## src/sv/smib_pkg.sv

```systemverilog
`timescale 1ns / 1ps
// ----------------------------------------------------------------------------
// smib_pkg
// Shared types, opcodes and constants of the integer bytecode unit.
// ----------------------------------------------------------------------------
package smib_pkg;

    localparam int STACK_DEPTH = 16;
    localparam int LOCAL_COUNT = 256;
    localparam int SP_W        = $clog2(STACK_DEPTH + 1);
    localparam int SA_W        = $clog2(STACK_DEPTH);
    localparam int LA_W        = $clog2(LOCAL_COUNT);
    localparam int QDEPTH      = 2;

    localparam logic [7:0] OP_NOP      = 8'h00;
    localparam logic [7:0] OP_ICONST_M1 = 8'h02;
    localparam logic [7:0] OP_ICONST_ZERO = 8'h03;
    localparam logic [7:0] OP_ICONST_ONE  = 8'h04;
    localparam logic [7:0] OP_ICONST_5 = 8'h08;
    localparam logic [7:0] OP_BIPUSH   = 8'h10;
    localparam logic [7:0] OP_ILOAD    = 8'h15;
    localparam logic [7:0] OP_ILOAD_0  = 8'h1A;
    localparam logic [7:0] OP_ILOAD_3  = 8'h1D;
    localparam logic [7:0] OP_ISTORE   = 8'h36;
    localparam logic [7:0] OP_ISTORE_0 = 8'h3B;
    localparam logic [7:0] OP_ISTORE_3 = 8'h3E;
    localparam logic [7:0] OP_IADD     = 8'h60;
    localparam logic [7:0] OP_ISUB     = 8'h64;
    localparam logic [7:0] OP_IMUL     = 8'h68;
    localparam logic [7:0] OP_IDIV     = 8'h6C;
    localparam logic [7:0] OP_IREM     = 8'h70;
    localparam logic [7:0] OP_INEG     = 8'h74;
    localparam logic [7:0] OP_ISHL     = 8'h78;
    localparam logic [7:0] OP_ISHR     = 8'h7A;
    localparam logic [7:0] OP_IUSHR    = 8'h7C;
    localparam logic [7:0] OP_IAND     = 8'h7E;
    localparam logic [7:0] OP_IOR      = 8'h80;
    localparam logic [7:0] OP_IXOR     = 8'h82;
    localparam logic [7:0] OP_IINC     = 8'h84;

    localparam logic [2:0] ST_OK      = 3'd0;
    localparam logic [2:0] ST_HALTED  = 3'd1;
    localparam logic [2:0] ST_UNIMPL  = 3'd2;
    localparam logic [2:0] ST_DIVZERO = 3'd3;
    localparam logic [2:0] ST_UNDER   = 3'd4;
    localparam logic [2:0] ST_OVER    = 3'd5;

    typedef enum logic [2:0] {
        K_NONE  = 3'd0,
        K_PUSH  = 3'd1,
        K_STORE = 3'd2,
        K_BIN   = 3'd3,
        K_NEG   = 3'd4,
        K_IINC  = 3'd5,
        K_BAD   = 3'd6
    } kind_t;

    typedef enum logic [1:0] {
        PS_NONE  = 2'd0,
        PS_CONST = 2'd1,
        PS_LOCAL = 2'd2
    } psrc_t;

    typedef struct packed {
        kind_t       kind;
        psrc_t       psrc;
        logic [7:0]  op;
        logic [31:0] imm;
        logic [7:0]  lidx;
        logic [31:0] inc;
        logic [1:0]  len;
        logic [1:0]  pops;
        logic        pushes;
    } dec_t;

endpackage

```

## src/sv/smib_front.sv

```systemverilog
`timescale 1ns / 1ps
// ----------------------------------------------------------------------------
// smib_front
// Accepts bytecode requests, classifies them and feeds a short decode queue.
// ----------------------------------------------------------------------------
module smib_front import smib_pkg::*; (
    input  logic        clk,
    input  logic        rst_n,
    input  logic        in_valid,
    output logic        in_ready,
    input  logic [23:0] in_data,
    output logic        q_valid,
    input  logic        q_pop,
    output dec_t        q_head
);

    dec_t          d;
    dec_t          q_reg [QDEPTH];
    logic          wp_reg, wp_next, rp_reg, rp_next;
    logic [1:0]    cnt_reg, cnt_next;
    logic [7:0]    op, b1, b2;
    logic          push;

    assign op = in_data[7:0];
    assign b1 = in_data[15:8];
    assign b2 = in_data[23:16];

    always_comb
    begin
        d        = '0;
        d.op     = op;
        d.kind   = K_NONE;
        d.psrc   = PS_NONE;
        d.len    = 2'd1;
        d.lidx   = b1;
        d.inc    = {{24{b2[7]}}, b2};
        if (op == OP_NOP)
        begin
            d.kind = K_NONE;
        end
        else if (op >= OP_ICONST_M1 && op <= OP_ICONST_5)
        begin
            d.kind = K_PUSH; d.pushes = 1'b1; d.psrc = PS_CONST;
            d.imm  = 32'(op) - 32'd3;
        end
        else if (op == OP_BIPUSH)
        begin
            d.kind = K_PUSH; d.pushes = 1'b1; d.psrc = PS_CONST;
            d.imm  = {{24{b1[7]}}, b1}; d.len = 2'd2;
        end
        else if (op == OP_ILOAD)
        begin
            d.kind = K_PUSH; d.pushes = 1'b1; d.psrc = PS_LOCAL; d.len = 2'd2;
        end
        else if (op >= OP_ILOAD_0 && op <= OP_ILOAD_3)
        begin
            d.kind = K_PUSH; d.pushes = 1'b1; d.psrc = PS_LOCAL;
            d.lidx = op - OP_ILOAD_0;
        end
        else if (op == OP_ISTORE)
        begin
            d.kind = K_STORE; d.pops = 2'd1; d.len = 2'd2;
        end
        else if (op >= OP_ISTORE_0 && op <= OP_ISTORE_3)
        begin
            d.kind = K_STORE; d.pops = 2'd1; d.lidx = op - OP_ISTORE_0;
        end
        else if (op == OP_IADD || op == OP_ISUB || op == OP_IMUL || op == OP_IDIV ||
                 op == OP_IREM || op == OP_ISHL || op == OP_ISHR || op == OP_IUSHR ||
                 op == OP_IAND || op == OP_IOR || op == OP_IXOR)
        begin
            d.kind = K_BIN; d.pops = 2'd2; d.pushes = 1'b1;
        end
        else if (op == OP_INEG)
        begin
            d.kind = K_NEG; d.pops = 2'd1; d.pushes = 1'b1;
        end
        else if (op == OP_IINC)
        begin
            d.kind = K_IINC; d.len = 2'd3;
        end
        else
        begin
            d.kind = K_BAD;
        end
    end

    assign in_ready = (cnt_reg != 2'(QDEPTH));
    assign push     = in_valid && in_ready;
    assign q_valid  = (cnt_reg != 2'd0);
    assign q_head   = q_reg[rp_reg];

    always_comb
    begin
        wp_next  = push ? ~wp_reg : wp_reg;
        rp_next  = q_pop ? ~rp_reg : rp_reg;
        cnt_next = cnt_reg + 2'(push) - 2'(q_pop);
    end

    always_ff @(posedge clk)
    begin
        if (push)
        begin
            q_reg[wp_reg] <= d;
        end
    end

    always_ff @(posedge clk or negedge rst_n)
    begin
        if (!rst_n)
        begin
            wp_reg  <= 1'b0;
            rp_reg  <= 1'b0;
            cnt_reg <= 2'd0;
        end
        else
        begin
            wp_reg  <= wp_next;
            rp_reg  <= rp_next;
            cnt_reg <= cnt_next;
        end
    end

endmodule

```

## config.mk

```make
export PLATFORM = sky130hd
export DESIGN_NAME = smib_front
export DESIGN_NICKNAME = d
export VERILOG_FILES = /design/src/sv/smib_pkg.sv /design/src/sv/smib_front.sv
export SDC_FILE = /design/constraint.sdc
export NUM_CORES = 1
export LEC_CHECK = 0
export ABC_AREA = 1
export BUFFER_PORTS_ARGS = -buffer_cell sky130_fd_sc_hd__buf_2
export CORE_MARGIN = 3
export CORE_UTILIZATION = 57
export DETAILED_ROUTE_END_ITERATION = 10
export PLACE_DENSITY = 0.89
export SLEW_MARGIN = 20
export SYNTH_ARGS = -nofsm -noshare
export SYNTH_HDL_FRONTEND = slang
export SYNTH_SLANG_ARGS = --single-unit
```

## constraint.sdc

```tcl
create_clock -name clk -period 6.7 [get_ports clk]
set_input_delay 0.335 -clock clk [delete_from_list [all_inputs] [get_ports clk]]
set_output_delay 0.335 -clock clk [all_outputs]
set_load 0.05 [all_outputs]
```

== Word level (Yosys, flattened, before mapping) ==
Memories as Yosys holds them, arrays and structs flattened.
Cells that the tools add are included.

* Flip-flop bits (word level): 4
* Memory bits (writable): 180
* Input port bits: 28
* Output and inout bits: 92
* Logic and storage cells: 94
* Memories kept: 1

* Add/sub/neg operators: 5
* Magnitude comparators: 6
* Equal/unequal tests: 17
* Multiplexer cells: 44
* Bitwise logic cells: 2
* Reductions and logical operators: 16

{| class="wikitable"
|+ Memories
! name !! words !! width !! read ports !! clocked after memory_dff !! wr ports !! RTL line !! source
|-
| q_reg || 2 || 90 || 1 || 0 || 1 || smib_front.sv:18 || <nowiki>dec_t q_reg [QDEPTH];</nowiki>
|}

{| class="wikitable"
|+ Operators by type and width
! cell !! count
|-
| == test 8 x 7 -> 1 bit (second input constant) || 10
|-
| two-way mux 32 bit || 2
|-
| two-way mux 8 bit || 6
|-
| two-way mux 40 bit || 1
|-
| two-way mux 2 bit || 13
|-
| == test 8 bit (second input constant) || 3
|-
| two-way mux 3 bit || 7
|-
| two-way mux 5 bit || 4
|-
| == test 8 x 5 -> 1 bit (second input constant) || 2
|-
| two-way mux 4 bit || 3
|-
| logical OR 1 bit || 10
|-
| subtractor 8 x 2 -> 9 bit (second input constant) || 1
|-
| == test 8 x 6 -> 1 bit (second input constant) || 1
|-
| >= comparator 8 x 2 -> 1 bit (second input constant) || 1
|-
| >= comparator 8 x 5 -> 1 bit (second input constant) || 1
|-
| >= comparator 8 x 6 -> 1 bit (second input constant) || 1
|-
| less-or-equal comparator 8 x 4 -> 1 bit (second input constant) || 1
|-
| less-or-equal comparator 8 x 5 -> 1 bit (second input constant) || 1
|-
| less-or-equal comparator 8 x 6 -> 1 bit (second input constant) || 1
|-
| logical NOT 8 bit || 1
|-
| two-way mux 1 bit || 8
|-
| subtractor 8 x 5 -> 8 bit (second input constant) || 1
|-
| subtractor 8 x 6 -> 8 bit (second input constant) || 1
|-
| logical AND 1 bit || 4
|-
| other kinds (5) || 6
|}

== Longest topological paths before layout ==
Gate-level depths: netlist of run 1.

* Depth after elaboration: 19
* Gate-level depth with buffers: 11
* Mapped depth without buffers: 10

== Least setup slack after synthesis of run 1 ==
Ideal clock, no wire load.

* Path type: reg-to-reg
* Start point: reg cnt_reg[1]
* End point: mem q_reg[1][0] (netlist bit) (enable)
* Setup time: 445 ps
* Arrival time: 2,799 ps
* Data required time: 6,255 ps
* Path slack: 3,456 ps
* Stages on the path, launching flop included: 4
* Buffers on the path: 0
* Clock period less this slack: 3,244 ps
* Cell sequence: dfrtp_1 nand2_1 nand2_1 nor2_1

* Word-level cells in the longest chain between the ends: 4

{| class="wikitable"
|+ Ends and longest elaborated chain
! item !! RTL line !! source
|-
| from (decl) || smib_front.sv:20 || <nowiki>logic [1:0] cnt_reg, cnt_next;</nowiki>
|-
| from (signal assigned) || smib_front.sv:120 || <nowiki>cnt_reg <= cnt_next;</nowiki>
|-
| inequality test 2 bit || smib_front.sv:88 || <nowiki>assign in_ready = (cnt_reg != 2'(QDEPTH));</nowiki>
|-
| net in_ready || smib_front.sv:10 || <nowiki>output logic in_ready,</nowiki>
|-
| logical AND 1 bit || smib_front.sv:89 || <nowiki>assign push = in_valid && in_ready;</nowiki>
|-
| two-way mux 1 bit || smib_front.sv:102 || <nowiki>if (push)</nowiki>
|-
| two-way mux 1 bit (not written as such) || smib_front.sv:104 || <nowiki>q_reg[wp_reg] <= d;</nowiki>
|-
| to (decl) || smib_front.sv:18 ||
|}

The timed path passes the listed nets, and every way through them passes these cells.

==> results of run 1 <==
stage by stage:
stage,instance area [um2],worst slack [ns]
5_1_grt,5190,3.89
2_1_floorplan,4660,3.46
6_report,5190,4.12
3_5_place_dp,4980,4.49
4_1_cts,5190,4.08
3_3_place_gp,4980,4.49
routing by layer:
layer  share of wire  vias up
met5               0        -
met4           0.023        0
met3           0.073       19
met2            0.51      118
met1            0.39     1364
li1                -     1419
how the worst max path moves through the flow:
| stage | end | cells past startpoint |
|---|---|---|
| floorplan | q_reg[1][0]$_DFFE_PP_ | 3 |
| global placement | q_head[61] | 2 |
| detailed placement | q_head[28] | 2 |
| CTS | q_head[28] | 2 |
| global route | q_head[29] | 2 |
| finish | q_head[24] | 2 |
Yosys cell counts:
library cell	instances
a21oi_1	3
buf_2	4
clkbuf_1	1
mux2_2	43
inv_2	7
nand3_1	20
o21ai_2	1
buf_6	5
nor2_2	5
buf_4	47
or2_2	4
nand4_1	1
o21ai_0	3
or2_1	2
nor2_1	32
nand3_4	1
nor3_1	1
clkinv_2	1
clkinv_4	1
ha_1	11
edfxtp_1	86
nor3b_1	1
nand3_2	1
nand2_2	6
dfrtp_1	4
a211oi_2	2
o211ai_2	2
o21bai_1	2
nand2_1	57
nand2_4	2
xnor2_1	2
xor2_1	3
o21ai_1	2
nand4_4	1
nor2_4	1
inv_1	21
worst max-delay path, stage by stage (launching register included):
cell and delay, ns:
dfrtp_2 1.04, mux2_2 0.50, buf_2 0.32
layout make-up:
| cell class | count | area [um2] |
|---|---|---|
| Sequential cell | 90 | 2680 |
| Fill cell | 586 | 2620 |
| Multi-Input combinational cell | 209 | 1440 |
| Timing Repair Buffer | 122 | 621 |
| Tap cell | 102 | 128 |
| Clock buffer | 9 | 124 |
| Inverter | 30 | 119 |
| Clock inverter | 7 | 75.1 |
cell families after synthesis:
logic type	after synthesis	synth area share
buf+inv	87	0.119
flops	90	0.576
simple gates	135	0.138
compound gates	15	0.0245
xor+xnor	5	0.00941
fa+ha+maj	11	0.0296
mux	43	0.104
==> impl_metrics.json, run 1 <==
{
  "outcome": "completed",
  "grtUsageMet3": 0.0488,
  "synthesis.nets": 425,
  "hold_path_end": "q_reg[1][36]$_DFFE_PP_",
  "setup_viol": 0,
  "port_buffers": 119,
  "final_nets": 501,
  "drive_gt1_frac": 0.465,
  "antenna_found_initial": 0,
  "cts_setup_buffers": 0,
  "dp.final_hpwl_mm": 5.98,
  "antenna_cells": 0,
  "largest_reg_flops": 86,
  "cts_tree": "done",
  "grt_pass1_vias": 2708,
  "grt_overflow_total": 0,
  "synth_area_leaders": "edfxtp_1 (55%), mux2_2 (10%), buf_4 (7.6%), nand2_1 (4.6%), ha_1 (3.0%)",
  "ant_nets": 0,
  "drtIter0Drc": 131,
  "holdWs_ns": 0.158,
  "grt_pass1_wl_mm": 12.9,
  "regToRegSetupSlack_ns": 4.70,
  "die_x_um": 96.4,
  "place_congestion": 0.865,
  "layout.cells.non_filler": 569,
  "hold_depth": 1,
  "cts.repair.resized": 0,
  "rsz0062_at_grt": "false",
  "numCtsBuffers": 9,
  "grt_usage": 0.187,
  "h-tree-depth": 3,
  "grt_max_degree": 45,
  "first_pass_iters": 4,
  "ys_types": 36,
  "die-area_um2": 9290,
  "wl_mm": 8.46,
  "reg2reg_depth": 5,
  "grtUsageMet1": 0.222,
  "met2_usage": 0.323,
  "routedWlPerCell_um": 14.9,
  "min_from": "in_data[23]",
  "layout.cells.most_common": "buf_2",
  "post-route-min-period_ns": 2.58,
  "syn_inst": 386,
  "rows": 32,
  "r2r-end": "q_reg[0][38]$_DFFE_PP_",
  "yosysSeqAreaShare": 0.576,
  "ioPinCount": 120,
  "drv_cap": 0,
  "critPathLaunchType": "register",
  "hp-class": "in -> reg",
  "path_clk_slew_ns": 0.09,
  "most-common-layout-cells": "buf_2 (119), edfxtp_1 (86), nand2_1 (57), mux2_2 (43), nor2_1 (30)",
  "max_freq_ghz": 0.387,
  "vias_per_cell": 5.13,
  "final-hold-violation-count": 0,
  "final.setup.tns_ns": 0,
  "insertion_delay_ns": 0.36,
  "die_h_um": 96.4,
  "clockBufferDepth": 2,
  "skew_ns": 0.0129,
  "drc": 0,
  "path_class": "reg -> out",
  "fin_util": 0.664,
  "ys_ff_latch": 90,
  "top_usage_layer": "met2",
  "synth_area_um2": 4660,
  "cts_sinks": 90,
  "cts_hold_buffers": 1,
  "startpoint": "rp_reg$_DFFE_PN0P_",
  "start_util": 0.596,
  "yosys.area.top_type": "edfxtp_1",
  "crit_arrival_ns": 2.25,
  "crit_path_max_fanout": 44,
  "maxSlewHeadroom": 0.332,
  "timing.rr.start": "cnt_reg[0]$_DFF_PN0_",
  "tightest_slew_ns": 1.00,
  "synth_top_area_share": 0.555,
  "end_kind": "primary output",
  "fin_crit_sh": 0.386,
  "cp.required_ns": 6.36,
  "dpl.cell_count": 552,
  "synth_warnings": 0,
  "slew_viol_final": 0,
  "avgSynthCellArea_um2": 12.1,
  "vias": 2920,
  "area_delta_synth_final_pct": 11.4,
  "root_buffer": "clkbuf_8",
  "core_area_um2": 7810
}
Power of run 1 is left out: the tool's default activity adds up to more than one toggle a clock period on the data nets, which glitch-free logic cannot reach.
==> inputs of run 2 (changes only) <==
--- a/config.mk
+++ b/config.mk
@@ -5,12 +5,12 @@
 export SDC_FILE = /design/constraint.sdc
 export NUM_CORES = 1
 export LEC_CHECK = 0
-export ABC_AREA = 1
+export ABC_AREA = 0
 export BUFFER_PORTS_ARGS = -buffer_cell sky130_fd_sc_hd__buf_2
 export CORE_MARGIN = 3
-export CORE_UTILIZATION = 57
+export CORE_UTILIZATION = 48
 export DETAILED_ROUTE_END_ITERATION = 10
-export PLACE_DENSITY = 0.89
+export PLACE_DENSITY = 0.81
 export SLEW_MARGIN = 20
 export SYNTH_ARGS = -nofsm -noshare
 export SYNTH_HDL_FRONTEND = slang
==> constraint.sdc (replaced) <==
create_clock -name clk -period 2.3 [get_ports clk]
set_input_delay 0.115 -clock clk [delete_from_list [all_inputs] [get_ports clk]]
set_output_delay 0.115 -clock clk [all_outputs]
set_load 0.05 [all_outputs]
==> run 2 against run 1 <==
- worst setup slack lost 3.8 ns
- highest routed layer unchanged
- via count shrank 1.2%
- hold slack lost 0.14 ns
- core utilization shrank 7.1 points
==> impl_metrics.json, run 2 <==
{
  "outcome": "completed",
  "end_kind": "primary output",
  "critPathLaunchType": "register",
  "place_congestion": 0.838,
  "numCtsBuffers": 9,
  "cp.required_ns": 2.18,
  "synth_warnings": 0,
  "final_nets": 463,
  "h-tree-depth": 3,
  "grt_pass1_vias": 2840,
  "yosys.area.top_type": "edfxtp_1",
  "drc": 0,
  "avgSynthCellArea_um2": 13.9,
  "crit_path_max_fanout": 15,
  "crit_buf_inv": 2,
  "core_area_um2": 8980,
  "vias_per_cell": 5.22,
  "maxSlewHeadroom": 0.569,
  "fin_crit_sh": 0.855,
  "slowest_delay_ns": 0.62,
  "synth_xor_xnor_area_share": 0.0115,
  "largest_reg_flops": 86,
  "cts_sinks": 90,
  "port_buffers": 119,
  "drtIter0Drc": 193,
  "start_util": 0.510,
  "wl_mm": 9.14,
  "root_buffer": "clkbuf_8",
  "grt_usage": 0.173,
  "setup_viol": 0,
  "grt_pass1_wl_mm": 14.9,
  "final_area_um2": 5320,
  "synth_compound_area_frac": 0.0782,
  "cp_top_family": "flip-flops",
  "skew_ns": 0.00433,
  "synthesis.nets": 369,
  "synth_area_leaders": "edfxtp_1 (56%), mux2_2 (11%), buf_4 (7.7%), ha_1 (3.0%), dfrtp_1 (2.2%)",
  "tightest_slew_ns": 0.631,
  "path_clk_slew_ns": 0.08,
  "synth_edf_count": 86,
  "dp.final_hpwl_mm": 6.50,
  "grt_overflow_total": 0,
  "final.setup.tns_ns": 0,
  "antenna_cells": 0,
  "path_class": "reg -> out",
  "die_h_um": 104,
  "cts_setup_buffers": 0,
  "insertion_delay_ns": 0.36,
  "die_x_um": 104,
  "ys_ff_latch": 90,
  "synth.area.mux_share": 0.120,
  "routedWlPerCell_um": 16.5,
  "crit_arrival_ns": 1.85,
  "first_pass_iters": 4,
  "dpl.cell_count": 529,
  "yosys_most_used_dff": "edfxtp_1",
  "post-route-min-period_ns": 1.97,
  "synthArstFlopShare": 0.0444,
  "drive_gt1_frac": 0.482,
  "area_delta_synth_final_pct": 16.3,
  "worstPathCellList": "buf_4, mux2_2, buf_2",
  "yosys.area_share.simple": 0.0755,
  "syn_inst": 330,
  "synth_area_um2": 4570,
  "most-common-layout-cells": "buf_2 (119), edfxtp_1 (86), mux2_2 (45), nor2_1 (18), buf_4 (12)",
  "synth_adder_area_share": 0.0301,
  "synth_top_family_by_area": "multiplexers",
  "final-hold-violation-count": 0,
  "drv_cap": 0,
  "grt_max_degree": 32,
  "layout.cells.non_filler": 553,
  "yosysSeqAreaShare": 0.586,
  "ys_types": 55,
  "ioPinCount": 120,
  "max_freq_ghz": 0.509,
  "crit_slowest_cell": "dfrtp_2",
  "rows": 34,
  "ant_nets": 0,
  "rsz0062_at_grt": "false",
  "antenna_found_initial": 0,
  "vias": 2886,
  "synth_top_area_share": 0.565,
  "yosys-top-cells-count": "edfxtp_1 (86), buf_4 (47), mux2_2 (45)",
  "dpl_cell_area_um2": 5050,
  "synth_most_common_cell": "edfxtp_1",
  "hp-class": "in -> reg",
  "layout.cells.most_common": "buf_2",
  "clockBufferDepth": 2,
  "cts_tree": "done",
  "slew_viol_final": 0,
  "die-area_um2": 10700
}
-- run 2: kinds of logic (layout without fill, tap and decap cells) --
logic type      count (synthesis)  in the layout
buf+inv                        68            165
compound gates                 46             46
fa+ha+maj                      11             11
xor+xnor                        6              6
simple gates                   60             60
flops                          90             90
mux                            49             49
-- run 2: final cells by class --
class,count,area [um2]
inverter,8,30.0
sequential,90,2680
clock inverter,3,42.5
clock buffer,11,131
timing repair buffer,143,826
fill,726,3650
multi-input combinational,172,1450
tap,126,158
-- run 2: path summary, 6_finish.rpt --
| kind | start | to | slack (ns) | cells past startpoint |
|---|---|---|---|---|
| hold reg to reg | cnt_reg[1]$_DFF_PN0_ | cnt_reg[1]$_DFF_PN0_ | 0.51 | 1 |
| max in group asynchronous | rst_n | rp_reg$_DFFE_PN0P_ | 2.09 | 2 |
| min in group asynchronous | rst_n | cnt_reg[1]$_DFF_PN0_ | 0.08 | 2 |
| setup reg to reg | cnt_reg[1]$_DFF_PN0_ | q_reg[1][38]$_DFFE_PP_ | 0.69 | 3 |
| hold / removal | in_data[6] | q_reg[1][83]$_DFFE_PP_ | 0.01 | 1 |
| setup / recovery | rp_reg$_DFFE_PN0P_ | q_head[83] | 0.33 | 3 |
-- run 2: through the flow --
step	worst slack, ns	hold WS [ns]	util
after CTS	0.305	0.00107	0.593
after floorplan	0.183	-0.181	-
after detailed placement	0.113	-0.0735	0.562
after global routing	0.171	0.00600	0.593
final	0.334	0.0146	0.593
after global placement	0.231	-0.0759	0.562
-- run 2: metal layers --
layer,vias up,global-route usage,share of wire
li1,1368,-,-
met5,-,0,0
met2,105,0.292,0.49
met4,0,0.0494,0.015
met3,14,0.0473,0.056
met1,1399,0.221,0.43
-- run 2: timing repair --
item	CTS	global route
hold endpoints to repair	21	0
setup endpoints to repair	0	0
resized for setup	0	0
hold buffers	10	0
-- run 2: worst reg2reg max path: stages (launching register included) --
cell and delay, ns:
dfrtp_1 0.41, nand2b_1 0.12, and3_2 0.51, buf_12 0.27
Power of run 2 is left out for the same reason.
==> inputs of run 3 (changes only) <==
--- a/config.mk
+++ b/config.mk
@@ -11,6 +11,7 @@
 export CORE_UTILIZATION = 48
 export DETAILED_ROUTE_END_ITERATION = 10
 export PLACE_DENSITY = 0.81
+export REMOVE_ABC_BUFFERS = 1
 export SLEW_MARGIN = 20
 export SYNTH_ARGS = -nofsm -noshare
 export SYNTH_HDL_FRONTEND = slang
==> run 3 against run 2 <==
- cell area grew 0.40%
- critical path depth is the same
- critical endpoint is now q_head[44]
- sequential share of layout area shrank 0.20 points
- flip-flop and latch count is the same
==> impl_metrics.json, run 3 (synthesized netlist as in run 2, its figures left out) <==
{
  "end_kind": "primary output",
  "critPathLaunchType": "register",
  "worstPathCellList": "buf_4, mux2_2, buf_2",
  "cts_tree": "done",
  "antenna_found_initial": 0,
  "outcome": "completed",
  "pre_cts_ws_ns": 0.220,
  "die_x_um": 104,
  "wl_met2_mm": 4.44,
  "die_h_um": 104,
  "final_area_um2": 5340,
  "vias": 2934,
  "port_buffers": 119,
  "holdWs_ns": 0.0498,
  "layout.cells.non_filler": 554,
  "cts_setup_buffers": 0,
  "slew_viol_final": 0,
  "final_nets": 462,
  "layout.cells.most_common": "buf_2",
  "reg2reg_depth": 7,
  "grt_pass1_wl_mm": 14.5,
  "first_pass_iters": 4,
  "cp.required_ns": 2.18,
  "insertion_delay_ns": 0.36,
  "path_class": "reg -> out",
  "grt_overflow_total": 0,
  "start_util": 0.510,
  "root_buffer": "clkbuf_8",
  "setup_slack_ns": 0.411,
  "dpl_cell_area_um2": 5050,
  "routedWlPerCell_um": 16.4,
  "path_clk_slew_ns": 0.10,
  "cts_sinks": 90,
  "rsz0062_at_grt": "false",
  "cp_top_family": "flip-flops",
  "setup_viol": 0,
  "regToRegSetupSlack_ns": 0.71,
  "crit_slowest_cell": "dfrtp_2",
  "skew_ns": 0.00909,
  "tightest_slew_ns": 0.558,
  "fin_crit_sh": 0.821,
  "drive_gt1_frac": 0.488,
  "h-tree-depth": 3,
  "numCtsBuffers": 9,
  "crit_arrival_ns": 1.77,
  "hold_path_end": "q_reg[1][79]$_DFFE_PP_",
  "crit_buf_inv": 2,
  "final-hold-violation-count": 0,
  "vias_per_cell": 5.30,
  "die-area_um2": 10700,
  "timing.rr.start": "cnt_reg[1]$_DFF_PN0_",
  "min_from": "in_data[2]",
  "n_fill_cell": 709,
  "crit_path_max_fanout": 13,
  "slowest_delay_ns": 0.59,
  "hold_depth": 1,
  "drtIter0Drc": 157,
  "clockBufferDepth": 2,
  "maxSlewHeadroom": 0.618,
  "drv_cap": 0,
  "grt_pass1_vias": 2863,
  "dp.final_hpwl_mm": 6.28,
  "grt_usage": 0.170,
  "cts.repair.resized": 0,
  "wl_mm": 9.06,
  "grt_max_degree": 44,
  "met1Wirelength_mm": 3.88,
  "antenna_cells": 0,
  "ant_nets": 0,
  "post-route-min-period_ns": 1.89,
  "core_area_um2": 8980,
  "dr.max_layer_used": "met4",
  "met3_length_um": 633,
  "r2r-end": "cnt_reg[1]$_DFF_PN0_",
  "largest_reg_flops": 86,
  "drc": 0,
  "most-common-layout-cells": "buf_2 (119), edfxtp_1 (86), mux2_2 (45), nor2_1 (18), ha_1 (11)",
  "dpl.cell_count": 528,
  "area_delta_synth_final_pct": 16.8,
  "max_freq_ghz": 0.529,
  "rows": 34,
  "place_congestion": 0.851,
  "ioPinCount": 120,
  "hp-class": "in -> reg"
}
## run 3: changes by cell type in the layout (fill, tap and decap cells not counted)
| cell | delta |
|---|---|
| inv_6 | +2 |
| bufinv_16 | -1 |
| clkinv_4 | +3 |
| clkinv_2 | -1 |
| inv_8 | +2 |
| clkbuf_1 | -2 |
| buf_12 | +1 |
| clkinvlp_4 | -1 |
| buf_4 | -2 |
## run 3: worst max path at each step
stage / cells past startpoint / endpoint / start / slack (ns)
detailed placement: 7 / q_reg[0][48]$_DFFE_PP_ / in_data[1] / 0.22
finish: 3 / q_head[44] / rp_reg$_DFFE_PN0P_ / 0.41
global route: 7 / q_reg[0][52]$_DFFE_PP_ / in_data[1] / 0.23
floorplan: 1 / q_head[12] / rp_reg$_DFFE_PN0P_ / -3.67
global placement: 7 / q_reg[0][48]$_DFFE_PP_ / in_data[1] / 0.27
CTS: 3 / q_head[38] / rp_reg$_DFFE_PN0P_ / 0.37
## run 3: stage by stage
stage           util  TNS [ns]
6_report       0.595         0
5_1_grt        0.595         0
4_1_cts        0.595         0
3_5_place_dp   0.563         0
3_3_place_gp   0.563         0
2_1_floorplan      -   -221.07
## run 3: what timing repair did
action                     in CTS  in global routing
hold buffers                   10                  0
setup endpoints to repair       0                  0
hold endpoints to repair       21                  0
## run 3: routing by layer
metal  vias to the layer above  global-route usage
li1                       1373                   -
met1                      1432               0.209
met2                       120               0.290
met3                         9              0.0485
met4                         0              0.0513
met5                         -                   0
## run 3: final cells by class
type | count | area (um2) | share of cell area
inverters | 8 | 30.0 | 0.00562
repair buffers | 142 | 831 | 0.156
clock inverters | 7 | 66.3 | 0.0124
well taps | 126 | 158 | 0.0295
multi-input cells | 172 | 1450 | 0.271
flip-flops and latches | 90 | 2680 | 0.502
clock buffers | 9 | 124 | 0.0232
## run 3: worst register-to-register path, stage by stage (launching register included)
cell	delay (ns)
dfrtp_1	0.42
nand2b_1	0.12
nand2_1	0.14
ha_1	0.32
inv_1	0.04
ha_1	0.18
xnor2_1	0.17
xnor2_1	0.14
Power of run 3 is left out for the same reason.
